--- src/rtl/ubxdf_pkg.sv ---
// ubxdf_pkg: shared constants, types and helpers for the ubx frame deframer
// no dependencies; imported by every rtl module of the block, not by the two channel interfaces

package ubxdf_pkg;

	localparam int MAX_FRAME_DEF = 512;

	// sync, class and message codes
	localparam logic [7:0] UBX_SYNC1   = 8'hB5;
	localparam logic [7:0] UBX_SYNC2   = 8'h62;
	localparam logic [7:0] CLS_NAV     = 8'h01;
	localparam logic [7:0] ID_SOL      = 8'h06;
	localparam logic [7:0] ID_POSLLH   = 8'h02;
	localparam logic [7:0] ID_VELNED   = 8'h12;
	localparam logic [7:0] ID_TIMEUTC  = 8'h21;

	// frame byte positions kept for field extraction
	localparam int HDR_BYTES   = 6;   // sync, class, id, length
	localparam int LEN_EXTRA   = 8;   // header plus checksum
	localparam int FIELD_BASE  = 10;
	localparam int FIELD_BYTES = 28;  // frame bytes 10 to 37
	localparam int SATS_POS    = 53;
	localparam int TOTAL_W     = 17;  // 8 + 16-bit length

	// message kind carried from front to back
	localparam logic [1:0] KIND_SOL     = 2'd0;
	localparam logic [1:0] KIND_POSLLH  = 2'd1;
	localparam logic [1:0] KIND_VELNED  = 2'd2;
	localparam logic [1:0] KIND_TIMEUTC = 2'd3;

	// field identifiers
	localparam logic [4:0] FID_FIX     = 5'd0;
	localparam logic [4:0] FID_SATS    = 5'd1;
	localparam logic [4:0] FID_LON     = 5'd2;
	localparam logic [4:0] FID_LAT     = 5'd3;
	localparam logic [4:0] FID_HEIGHT  = 5'd4;
	localparam logic [4:0] FID_HACC    = 5'd5;
	localparam logic [4:0] FID_VELN    = 5'd6;
	localparam logic [4:0] FID_VELE    = 5'd7;
	localparam logic [4:0] FID_VELD    = 5'd8;
	localparam logic [4:0] FID_HEADING = 5'd9;
	localparam logic [4:0] FID_SACC    = 5'd10;
	localparam logic [4:0] FID_YEAR    = 5'd11;
	localparam logic [4:0] FID_MONTH   = 5'd12;
	localparam logic [4:0] FID_DAY     = 5'd13;
	localparam logic [4:0] FID_HOUR    = 5'd14;
	localparam logic [4:0] FID_MINUTE  = 5'd15;
	localparam logic [4:0] FID_SECOND  = 5'd16;

	typedef logic [FIELD_BYTES-1:0][7:0] field_bytes_t;

	typedef struct packed {
		logic [1:0]   kind;
		field_bytes_t fb;
		logic [7:0]   sats;
	} frame_rec_t;

	typedef struct packed {
		logic       valid;
		frame_rec_t rec;
	} rec_req_t;

	// little-endian word at a byte offset from FIELD_BASE
	function automatic logic [31:0] le32_at(field_bytes_t fb, int unsigned off);
		return {fb[off+3], fb[off+2], fb[off+1], fb[off]};
	endfunction

	function automatic logic signed [32:0] sext33(logic [31:0] v);
		return {v[31], v};
	endfunction

	function automatic logic signed [32:0] zext33(logic [31:0] v);
		return {1'b0, v};
	endfunction

endpackage

--- src/rtl/ubxdf_byte_if.sv ---
// ubxdf_byte_if: valid/ready channel carrying one received byte per word
// no dependencies

interface ubxdf_byte_if;
	logic       valid;
	logic       ready;
	logic [7:0] data_byte;

	modport source (output valid, output data_byte, input ready);
	modport sink   (input valid, input data_byte, output ready);
endinterface

--- src/rtl/ubxdf_field_if.sv ---
// ubxdf_field_if: valid/ready channel carrying one decoded navigation field per word
// no dependencies

interface ubxdf_field_if;
	logic               valid;
	logic               ready;
	logic [4:0]         field_id;
	logic signed [32:0] field_value;
	logic               last_field;

	modport source (output valid, output field_id, output field_value, output last_field,
		input ready);
	modport sink   (input valid, input field_id, input field_value, input last_field,
		output ready);
endinterface

--- src/rtl/ubxdf_front.sv ---
// ubxdf_front: byte intake, sync hunt, length tracking, fletcher-8 sum and frame check
// depends on ubxdf_pkg and ubxdf_byte_if; hands checked frames to ubxdf_queue

module ubxdf_front import ubxdf_pkg::*; #(
	parameter int MAX_FRAME = MAX_FRAME_DEF
) (
	input  logic         clk,
	input  logic         arst_n,
	ubxdf_byte_if.sink   stream,
	input  logic         q_full,
	output rec_req_t     push
);

	localparam int PW = $clog2(MAX_FRAME + 1);

	logic [PW-1:0]      pos_q, pos_d;
	logic [7:0]         sum_a_q, sum_b_q, sum_a_d, sum_b_d;
	logic [7:0]         prev_q;
	logic [7:0]         cls_q, id_q;
	logic [15:0]        len_q;
	field_bytes_t       fb_q, fb_d;
	logic [7:0]         sats_q, sats_d;

	logic               accept;
	logic [7:0]         b;
	logic [TOTAL_W-1:0] pos_x, pos_inc, total;
	logic               in_body, sum_en, frame_end, known, sum_ok;
	logic [1:0]         kind;

	assign stream.ready = !q_full;

	always_comb begin
		accept  = stream.valid && stream.ready;
		b       = stream.data_byte;
		pos_x   = TOTAL_W'(pos_q);
		pos_inc = pos_x + TOTAL_W'(1);
		total   = TOTAL_W'(LEN_EXTRA) + TOTAL_W'(len_q);
		in_body = pos_x >= TOTAL_W'(2);
		// the two checksum bytes stay out of the sum
		sum_en  = (pos_x < TOTAL_W'(HDR_BYTES)) || (pos_x + TOTAL_W'(2) < total);
		frame_end = in_body && (pos_x >= TOTAL_W'(HDR_BYTES)) && (pos_inc >= total);

		known = 1'b1;
		case (id_q)
			ID_SOL:     kind = KIND_SOL;
			ID_POSLLH:  kind = KIND_POSLLH;
			ID_VELNED:  kind = KIND_VELNED;
			ID_TIMEUTC: kind = KIND_TIMEUTC;
			default: begin
				kind  = KIND_SOL;
				known = 1'b0;
			end
		endcase
		if (cls_q != CLS_NAV)
			known = 1'b0;
		// current byte is ck_b, previous one ck_a
		sum_ok = (sum_a_q == prev_q) && (sum_b_q == b);

		for (int k = 0; k < FIELD_BYTES; k++) begin
			fb_d[k] = (pos_x == TOTAL_W'(FIELD_BASE + k)) ? b : fb_q[k];
		end
		sats_d = (pos_x == TOTAL_W'(SATS_POS)) ? b : sats_q;

		sum_a_d = sum_a_q + b;
		sum_b_d = sum_b_q + sum_a_q + b;

		if (pos_x == TOTAL_W'(0)) begin
			pos_d = (b == UBX_SYNC1) ? PW'(1) : PW'(0);
		end else if (pos_x == TOTAL_W'(1)) begin
			pos_d = (b == UBX_SYNC2) ? PW'(2) : PW'(0);
		end else if (frame_end || pos_inc >= TOTAL_W'(MAX_FRAME)) begin
			pos_d = PW'(0);
		end else begin
			pos_d = pos_inc[PW-1:0];
		end

		push.valid    = accept && frame_end && known && sum_ok;
		push.rec.kind = kind;
		push.rec.fb   = fb_d;
		push.rec.sats = sats_d;
	end

	always_ff @(posedge clk or negedge arst_n) begin
		if (!arst_n) begin
			pos_q   <= '0;
			sum_a_q <= '0;
			sum_b_q <= '0;
			prev_q  <= '0;
			cls_q   <= '0;
			id_q    <= '0;
			len_q   <= '0;
			fb_q    <= '0;
			sats_q  <= '0;
		end else if (accept) begin
			pos_q <= pos_d;
			if (pos_x == TOTAL_W'(0) && b == UBX_SYNC1) begin
				sum_a_q <= '0;
				sum_b_q <= '0;
			end
			if (in_body) begin
				prev_q <= b;
				fb_q   <= fb_d;
				sats_q <= sats_d;
				if (sum_en) begin
					sum_a_q <= sum_a_d;
					sum_b_q <= sum_b_d;
				end
				if (pos_x == TOTAL_W'(2))
					cls_q <= b;
				if (pos_x == TOTAL_W'(3))
					id_q <= b;
				if (pos_x == TOTAL_W'(4))
					len_q[7:0] <= b;
				if (pos_x == TOTAL_W'(5))
					len_q[15:8] <= b;
			end
		end
	end

endmodule

--- src/rtl/ubxdf_queue.sv ---
// ubxdf_queue: two-entry frame record queue between front and back
// depends on ubxdf_pkg

module ubxdf_queue import ubxdf_pkg::*; (
	input  logic     clk,
	input  logic     arst_n,
	input  rec_req_t push,
	input  logic     pop,
	output logic     full,
	output rec_req_t head
);

	frame_rec_t mem_q [2];
	logic       wr_q, rd_q;
	logic [1:0] cnt_q;
	logic       do_pop;

	assign full       = cnt_q == 2'd2;
	assign head.valid = cnt_q != 2'd0;
	assign head.rec   = mem_q[rd_q];
	assign do_pop     = pop && head.valid;

	always_ff @(posedge clk) begin
		if (push.valid)
			mem_q[wr_q] <= push.rec;
	end

	always_ff @(posedge clk or negedge arst_n) begin
		if (!arst_n) begin
			wr_q  <= 1'b0;
			rd_q  <= 1'b0;
			cnt_q <= '0;
		end else begin
			if (push.valid)
				wr_q <= !wr_q;
			if (do_pop)
				rd_q <= !rd_q;
			cnt_q <= cnt_q + 2'(push.valid) - 2'(do_pop);
		end
	end

endmodule

--- src/rtl/ubxdf_back.sv ---
// ubxdf_back: walks a frame record field by field into the output register
// depends on ubxdf_pkg and ubxdf_field_if; fed by ubxdf_queue

module ubxdf_back import ubxdf_pkg::*; (
	input  logic            clk,
	input  logic            arst_n,
	input  rec_req_t        head,
	output logic            pop,
	ubxdf_field_if.source   fields
);

	logic               valid_q;
	logic [4:0]         id_q;
	logic signed [32:0] value_q;
	logic               last_q;
	logic [2:0]         idx_q;

	logic               load;
	logic [4:0]         nid;
	logic signed [32:0] nval;
	logic               nlast;
	field_bytes_t       fb;

	assign fields.valid       = valid_q;
	assign fields.field_id    = id_q;
	assign fields.field_value = value_q;
	assign fields.last_field  = last_q;

	always_comb begin
		fb    = head.rec.fb;
		nid   = FID_FIX;
		nval  = '0;
		nlast = 1'b0;
		case (head.rec.kind)
			KIND_SOL: begin
				if (idx_q == 3'd0) begin
					nid  = FID_FIX;
					nval = zext33(32'(fb[16 - FIELD_BASE]));
				end else begin
					nid   = FID_SATS;
					nval  = zext33(32'(head.rec.sats));
					nlast = 1'b1;
				end
			end
			KIND_POSLLH: begin
				case (idx_q)
					3'd0: begin
						nid  = FID_LON;
						nval = sext33(le32_at(fb, 10 - FIELD_BASE));
					end
					3'd1: begin
						nid  = FID_LAT;
						nval = sext33(le32_at(fb, 14 - FIELD_BASE));
					end
					3'd2: begin
						nid  = FID_HEIGHT;
						nval = sext33(le32_at(fb, 22 - FIELD_BASE));
					end
					default: begin
						nid   = FID_HACC;
						nval  = zext33(le32_at(fb, 26 - FIELD_BASE));
						nlast = 1'b1;
					end
				endcase
			end
			KIND_VELNED: begin
				case (idx_q)
					3'd0: begin
						nid  = FID_VELN;
						nval = sext33(le32_at(fb, 10 - FIELD_BASE));
					end
					3'd1: begin
						nid  = FID_VELE;
						nval = sext33(le32_at(fb, 14 - FIELD_BASE));
					end
					3'd2: begin
						nid  = FID_VELD;
						nval = sext33(le32_at(fb, 18 - FIELD_BASE));
					end
					3'd3: begin
						nid  = FID_HEADING;
						nval = sext33(le32_at(fb, 30 - FIELD_BASE));
					end
					default: begin
						nid   = FID_SACC;
						nval  = zext33(le32_at(fb, 34 - FIELD_BASE));
						nlast = 1'b1;
					end
				endcase
			end
			default: begin
				case (idx_q)
					3'd0: begin
						nid  = FID_YEAR;
						nval = zext33({16'd0, fb[19 - FIELD_BASE], fb[18 - FIELD_BASE]});
					end
					3'd1: begin
						nid  = FID_MONTH;
						nval = zext33(32'(fb[20 - FIELD_BASE]));
					end
					3'd2: begin
						nid  = FID_DAY;
						nval = zext33(32'(fb[21 - FIELD_BASE]));
					end
					3'd3: begin
						nid  = FID_HOUR;
						nval = zext33(32'(fb[22 - FIELD_BASE]));
					end
					3'd4: begin
						nid  = FID_MINUTE;
						nval = zext33(32'(fb[23 - FIELD_BASE]));
					end
					default: begin
						nid   = FID_SECOND;
						nval  = zext33(32'(fb[24 - FIELD_BASE]));
						nlast = 1'b1;
					end
				endcase
			end
		endcase

		// output register frees up when empty or its word is taken
		load = head.valid && (!valid_q || fields.ready);
		pop  = load && nlast;
	end

	always_ff @(posedge clk or negedge arst_n) begin
		if (!arst_n) begin
			valid_q <= 1'b0;
			idx_q   <= '0;
		end else begin
			if (load) begin
				valid_q <= 1'b1;
				idx_q   <= nlast ? 3'd0 : idx_q + 3'd1;
			end else if (fields.ready) begin
				valid_q <= 1'b0;
			end
		end
	end

	always_ff @(posedge clk) begin
		if (load) begin
			id_q    <= nid;
			value_q <= nval;
			last_q  <= nlast;
		end
	end

endmodule

--- src/rtl/ubx_frame_deframer.sv ---
// channel   dir  payload                                  handshake
// stream    in   data_byte[7:0]                           valid / ready
// fields    out  field_id[4:0] field_value[32:0] last     valid / ready
//
// one byte is taken every cycle; ready drops only when both queue entries hold frames
// a checked frame gives 2 to 6 field words, one per cycle out of the output register while fields ready is high
// a frame is at least 8 bytes, so the back end keeps pace with a full-rate byte stream
// asynchronous active-low reset returns to sync hunting with the byte store cleared
// a stalled output fills the two-entry queue before stream ready is pulled low
//
// top level of the deframer: front, queue and back
// depends on ubxdf_pkg, ubxdf_byte_if, ubxdf_field_if, ubxdf_front, ubxdf_queue, ubxdf_back

module ubx_frame_deframer import ubxdf_pkg::*; #(
	parameter int MAX_FRAME = MAX_FRAME_DEF
) (
	input  logic          clk,
	input  logic          arst_n,
	ubxdf_byte_if.sink    stream,
	ubxdf_field_if.source fields
);

	rec_req_t push, head;
	logic     q_full, pop;

	ubxdf_front #(
		.MAX_FRAME (MAX_FRAME)
	) u_front (
		.clk    (clk),
		.arst_n (arst_n),
		.stream (stream),
		.q_full (q_full),
		.push   (push)
	);

	ubxdf_queue u_queue (
		.clk    (clk),
		.arst_n (arst_n),
		.push   (push),
		.pop    (pop),
		.full   (q_full),
		.head   (head)
	);

	ubxdf_back u_back (
		.clk    (clk),
		.arst_n (arst_n),
		.head   (head),
		.pop    (pop),
		.fields (fields)
	);

endmodule

--- src/flat_wrapper.sv ---
// flat-port wrapper written by rule: the top's interface ports become plain ports
module ubx_frame_deframer_flat import ubxdf_pkg::*;
#(
	parameter int MAX_FRAME = MAX_FRAME_DEF
)
  (clk, arst_n, stream_valid, stream_data_byte, stream_ready, fields_valid, fields_field_id, fields_field_value, fields_last_field, fields_ready);
  ubxdf_byte_if stream_i ();
  ubxdf_field_if fields_i ();
  input  logic clk;
  input  logic arst_n;
  input wire logic [$bits(stream_i.valid)-1:0] stream_valid;
  input wire logic [$bits(stream_i.data_byte)-1:0] stream_data_byte;
  output wire logic [$bits(stream_i.ready)-1:0] stream_ready;
  output wire logic [$bits(fields_i.valid)-1:0] fields_valid;
  output wire logic [$bits(fields_i.field_id)-1:0] fields_field_id;
  output wire logic [$bits(fields_i.field_value)-1:0] fields_field_value;
  output wire logic [$bits(fields_i.last_field)-1:0] fields_last_field;
  input wire logic [$bits(fields_i.ready)-1:0] fields_ready;
  assign stream_i.valid = stream_valid;
  assign stream_i.data_byte = stream_data_byte;
  assign stream_ready = stream_i.ready;
  assign fields_valid = fields_i.valid;
  assign fields_field_id = fields_i.field_id;
  assign fields_field_value = fields_i.field_value;
  assign fields_last_field = fields_i.last_field;
  assign fields_i.ready = fields_ready;
  ubx_frame_deframer #(.MAX_FRAME(MAX_FRAME)) u_core (.clk(clk), .arst_n(arst_n), .stream(stream_i), .fields(fields_i));
endmodule
--- config.mk ---
export PLATFORM = sky130hd
export DESIGN_NAME = ubx_frame_deframer_flat
export DESIGN_NICKNAME = d
export VERILOG_FILES = /design/src/rtl/ubxdf_pkg.sv /design/src/rtl/ubxdf_byte_if.sv /design/src/rtl/ubxdf_field_if.sv /design/src/rtl/ubxdf_front.sv /design/src/rtl/ubxdf_queue.sv /design/src/rtl/ubxdf_back.sv /design/src/rtl/ubx_frame_deframer.sv /design/src/flat_wrapper.sv
export SDC_FILE = /design/constraint.sdc
export NUM_CORES = 1
export LEC_CHECK = 0
export BUFFER_PORTS_ARGS = -buffer_cell sky130_fd_sc_hd__buf_4
export CAP_MARGIN = 20
export CORE_ASPECT_RATIO = 0.8
export CORE_MARGIN = 1.5
export CORE_UTILIZATION = 57
export DETAILED_ROUTE_END_ITERATION = 8
export PLACE_DENSITY = 0.76
export SLEW_MARGIN = 20
export SYNTH_ARGS = -nofsm -noshare
export SYNTH_HDL_FRONTEND = slang
export SYNTH_SLANG_ARGS = --single-unit
export TNS_END_PERCENT = 1
--- constraint.sdc ---
create_clock -name clk -period 13.7 [get_ports clk]
set_input_delay 0.685 -clock clk [delete_from_list [all_inputs] [get_ports clk]]
set_output_delay 0.685 -clock clk [all_outputs]
set_load 0.03 [all_outputs]
==> flow_metrics.tcl <==
set metrics [dict create \
    status "finished, final reports clean" \
    grt.total_usage 0.291 \
    switchingPower_w 0.00138 \
    tightest_slew_ns 1.11 \
    finalHoldViolCount 0 \
    antenna_found_initial 5 \
    max_stage_delay_ns 0.69 \
    yosysTopAreaCell "edfxtp_1" \
    hold_slack_ns 0.0327 \
    finalCritPeriodShare 0.411 \
    num_vias 22822 \
    drc 0 \
    pwr-share-clk 0.385 \
    cellPowerDensity_nw_per_um2 137 \
    vias_per_cell 6.43 \
    post_drt_wl_per_cell_um 26.5 \
    endpoint_kind "register" \
    cts_hold_buf 0 \
    synth_ff_type "edfxtp_1" \
    rows 82 \
    cts_resized 0 \
    cts_root_buf "clkbuf_16" \
    io_pins 53 \
    slowest_stage "buf_6" \
    finalMaxSlewViolations 0 \
    first_global_vias 22868 \
    path_buf_inv 3 \
    yosys.area.top_type_share 0.416 \
    die_area_um2 65800 \
    ant_nets 0 \
    final.min_clock_period_ns 5.63 \
    synth_area_per_cell_um2 13.8 \
    synthToLayoutAreaGrowth_pct 9.71 \
    start_kind "register" \
    grt_pass1_wl_um 143000 \
    die_y_um 230 \
    vdd_drop_max_mv 0.145 \
    dr.pass1.iters 9 \
    async_flop_share 0.376 \
    rr_startpoint "u_core.u_front.pos_q[0]" \
    dp_hpwl_um 59100 \
    tns_ns 0 \
    synth_common_cells "507 x edfxtp_1, 387 x mux2_2, 306 x dfrtp_1" \
    synth.most_common_cell "edfxtp_1" \
    ys_ff_latch 813 \
    nets 2717 \
    start_util 0.580 \
    swShare 0.250 \
    cts_buffer_depth 3 \
    max_freq_mhz 178 \
    seqPwrFrac 0.499 \
    required_ns 13.98 \
    drive_gt1_frac 0.236 \
    cts_sinks 813 \
    p_leak_nw 15.8 \
    syn-num-nets 2721 \
    internal-power_w 0.00414 \
    wl_um 94100 \
    critPathTopFamily "buffers and inverters" \
    cts_setup_buffers 0 \
    synth_area_um2 36600 \
    crit_start "u_core.u_front.pos_q[0]" \
    clock_skew_ns 0.0152 \
    cts_buffers 78 \
    worstPathCellList "ha_1, and3_1, xor2_1, ha_1, nand3_1, nor3_1, nor3_1, a311oi_1, and2_1, nand3_1, nor2_4, buf_6, buf_4, buf_16" \
    io_buffers 52 \
    core_um2 63100 \
    synth_area_leaders "edfxtp_1 42%, dfrtp_1 21%, mux2_2 12%" \
    grt.overflow.total 0 \
    hold_class "in2async" \
    crit_type "reg2reg" \
    worstPathMaxFanout 84 \
    drt_iter0_markers 2571 \
    drv_cap 0 \
    yosysWarnings 0 \
    share_comb_of_total_power 0.117 \
    setup_violations 0 \
    ys_seq_area_frac 0.625 \
    synth_edf_count 507 \
    ys_types 81 \
    rsz0062_at_grt "false" \
    globalplace.congestion 0.904 \
    htreeDepth 3 \
    cp.arrival_ns 5.91 \
    clkLatencyLatePin_ns 0.63 \
    timing.slew.headroom 0.250 \
    grt_max_degree 137 \
    clk_pin_slew_ns 0.06 \
    syn_inst 2652 \
    chipWidth_um 286 \
    cts_tree "done" \
]
-- power by group through the flow --
stage | Sequential (W) | Clock (W) | Combinational, W
after floorplan | 0.00277 | 0 | 0.000466
final | 0.00275 | 0.00212 | 0.000643
after global placement | 0.00279 | 0 | 0.000613
after detailed placement | 0.00280 | 0 | 0.000639
after global routing | 0.00276 | 0.00224 | 0.000724
after CTS | 0.00275 | 0.00215 | 0.000643
-- cells in the final DEF (no fill, tap or decap), types with 11 or more instances in the layout --
master / n
o22ai_1: 68
o211ai_1: 17
mux2_1: 24
ha_1: 48
clkinv_2: 17
edfxtp_1: 507
clkbuf_16: 79
o22a_1: 11
o21ai_0: 173
nand2b_1: 17
xnor2_1: 33
mux4_2: 11
buf_4: 83
mux2i_1: 175
clkbuf_1: 19
dfrtp_1: 305
mux2_2: 387
xor2_1: 19
nand3_1: 55
nor2b_1: 15
nor3_1: 19
nor2_1: 46
a21oi_1: 50
nand2_1: 279
o221ai_1: 12
inv_1: 29
-- layout make-up --
cell class | instances | area (um^2)
tap | 840 | 1050
clock inverter | 34 | 323
timing repair buffer | 87 | 697
multi-input combinational | 1635 | 12900
clock buffer | 106 | 2160
inverter | 33 | 125
fill | 4568 | 22900
antenna | 2 | 5.00
sequential | 813 | 22900
-- flip-flops by register name, summed over array words and instances, names as in the netlist, 3 cells and up --
register,cells
u_core.u_front.pos_q,10
u_core.u_back.idx_q,3
u_core.u_front.id_q,8
u_core.u_front.fb_q,224
u_core.u_front.sum_a_q,8
u_core.u_front.sum_b_q,8
u_core.u_back.fields.field_value,33
u_core.u_front.len_q,16
u_core.u_queue.mem_q,468
u_core.u_back.fields.field_id,5
u_core.u_front.sats_q,8
u_core.u_front.cls_q,8
u_core.u_front.prev_q,8
-- cell families after synthesis --
kind of cell | count (synthesis) | share of synthesized area
AND/OR/NAND/NOR | 511 | 0.0665
buffers and inverters | 204 | 0.0231
AO/OA/AOI/OAI | 418 | 0.0708
XOR/XNOR | 52 | 0.0124
multiplexers | 597 | 0.181
adder cells (fa/ha/maj) | 57 | 0.0213
flip-flops | 813 | 0.625
-- worst reg2reg max path, cell delays in order, from the launching register on --
cell      delay (ns)
dfrtp_1         0.58
ha_1            0.56
and3_1          0.42
xor2_1          0.14
ha_1            0.35
nand3_1         0.11
nor3_1          0.21
nor3_1          0.06
a311oi_1        0.42
and2_1          0.28
nand3_1         0.30
nor2_4          0.19
buf_6           0.69
buf_4           0.58
buf_16          0.33
-- through the flow --
| step | cell area (um^2) | cells | power [W] | util | setup slack [ns] |
|---|---|---|---|---|---|
| 2_1_floorplan | 36600 | 2652 | 0.00324 | - | 0.612 |
| 3_3_place_gp | 37600 | 3407 | 0.00341 | 0.597 | 7.83 |
| 3_5_place_dp | 37700 | 3408 | 0.00344 | 0.597 | 7.87 |
| 4_1_cts | 40200 | 3548 | 0.00554 | 0.636 | 7.85 |
| 5_1_grt | 40200 | 3548 | 0.00573 | 0.637 | 7.64 |
| 6_report | 40200 | 3550 | 0.00552 | 0.637 | 8.07 |
-- layer usage --
metal,global-route usage,up-vias,share of wire
met5,0,-,0.00029
li1,-,9903,-
met3,0.0546,173,0.089
met4,0.0843,4,0.026
met1,0.419,11652,0.42
met2,0.453,1090,0.46
-- worst paths after layout --
kind / to / slack, ns / cells past startpoint
setup / recovery: u_core.u_queue.mem_q[1][6] / 8.07 / 14
hold / removal: u_core.u_front.sum_b_q[3] / 0.03 / 1
setup reg to reg: u_core.u_queue.mem_q[1][6] / 8.07 / 14
hold reg to reg: u_core.u_front.fb_q[3] / 0.47 / 2
max in group asynchronous: u_core.u_queue.rd_q / 11.55 / 3
min in group clk: u_core.u_back.fields.valid / 0.34 / 3
Note: power is estimated with default switching activity, not from simulation.
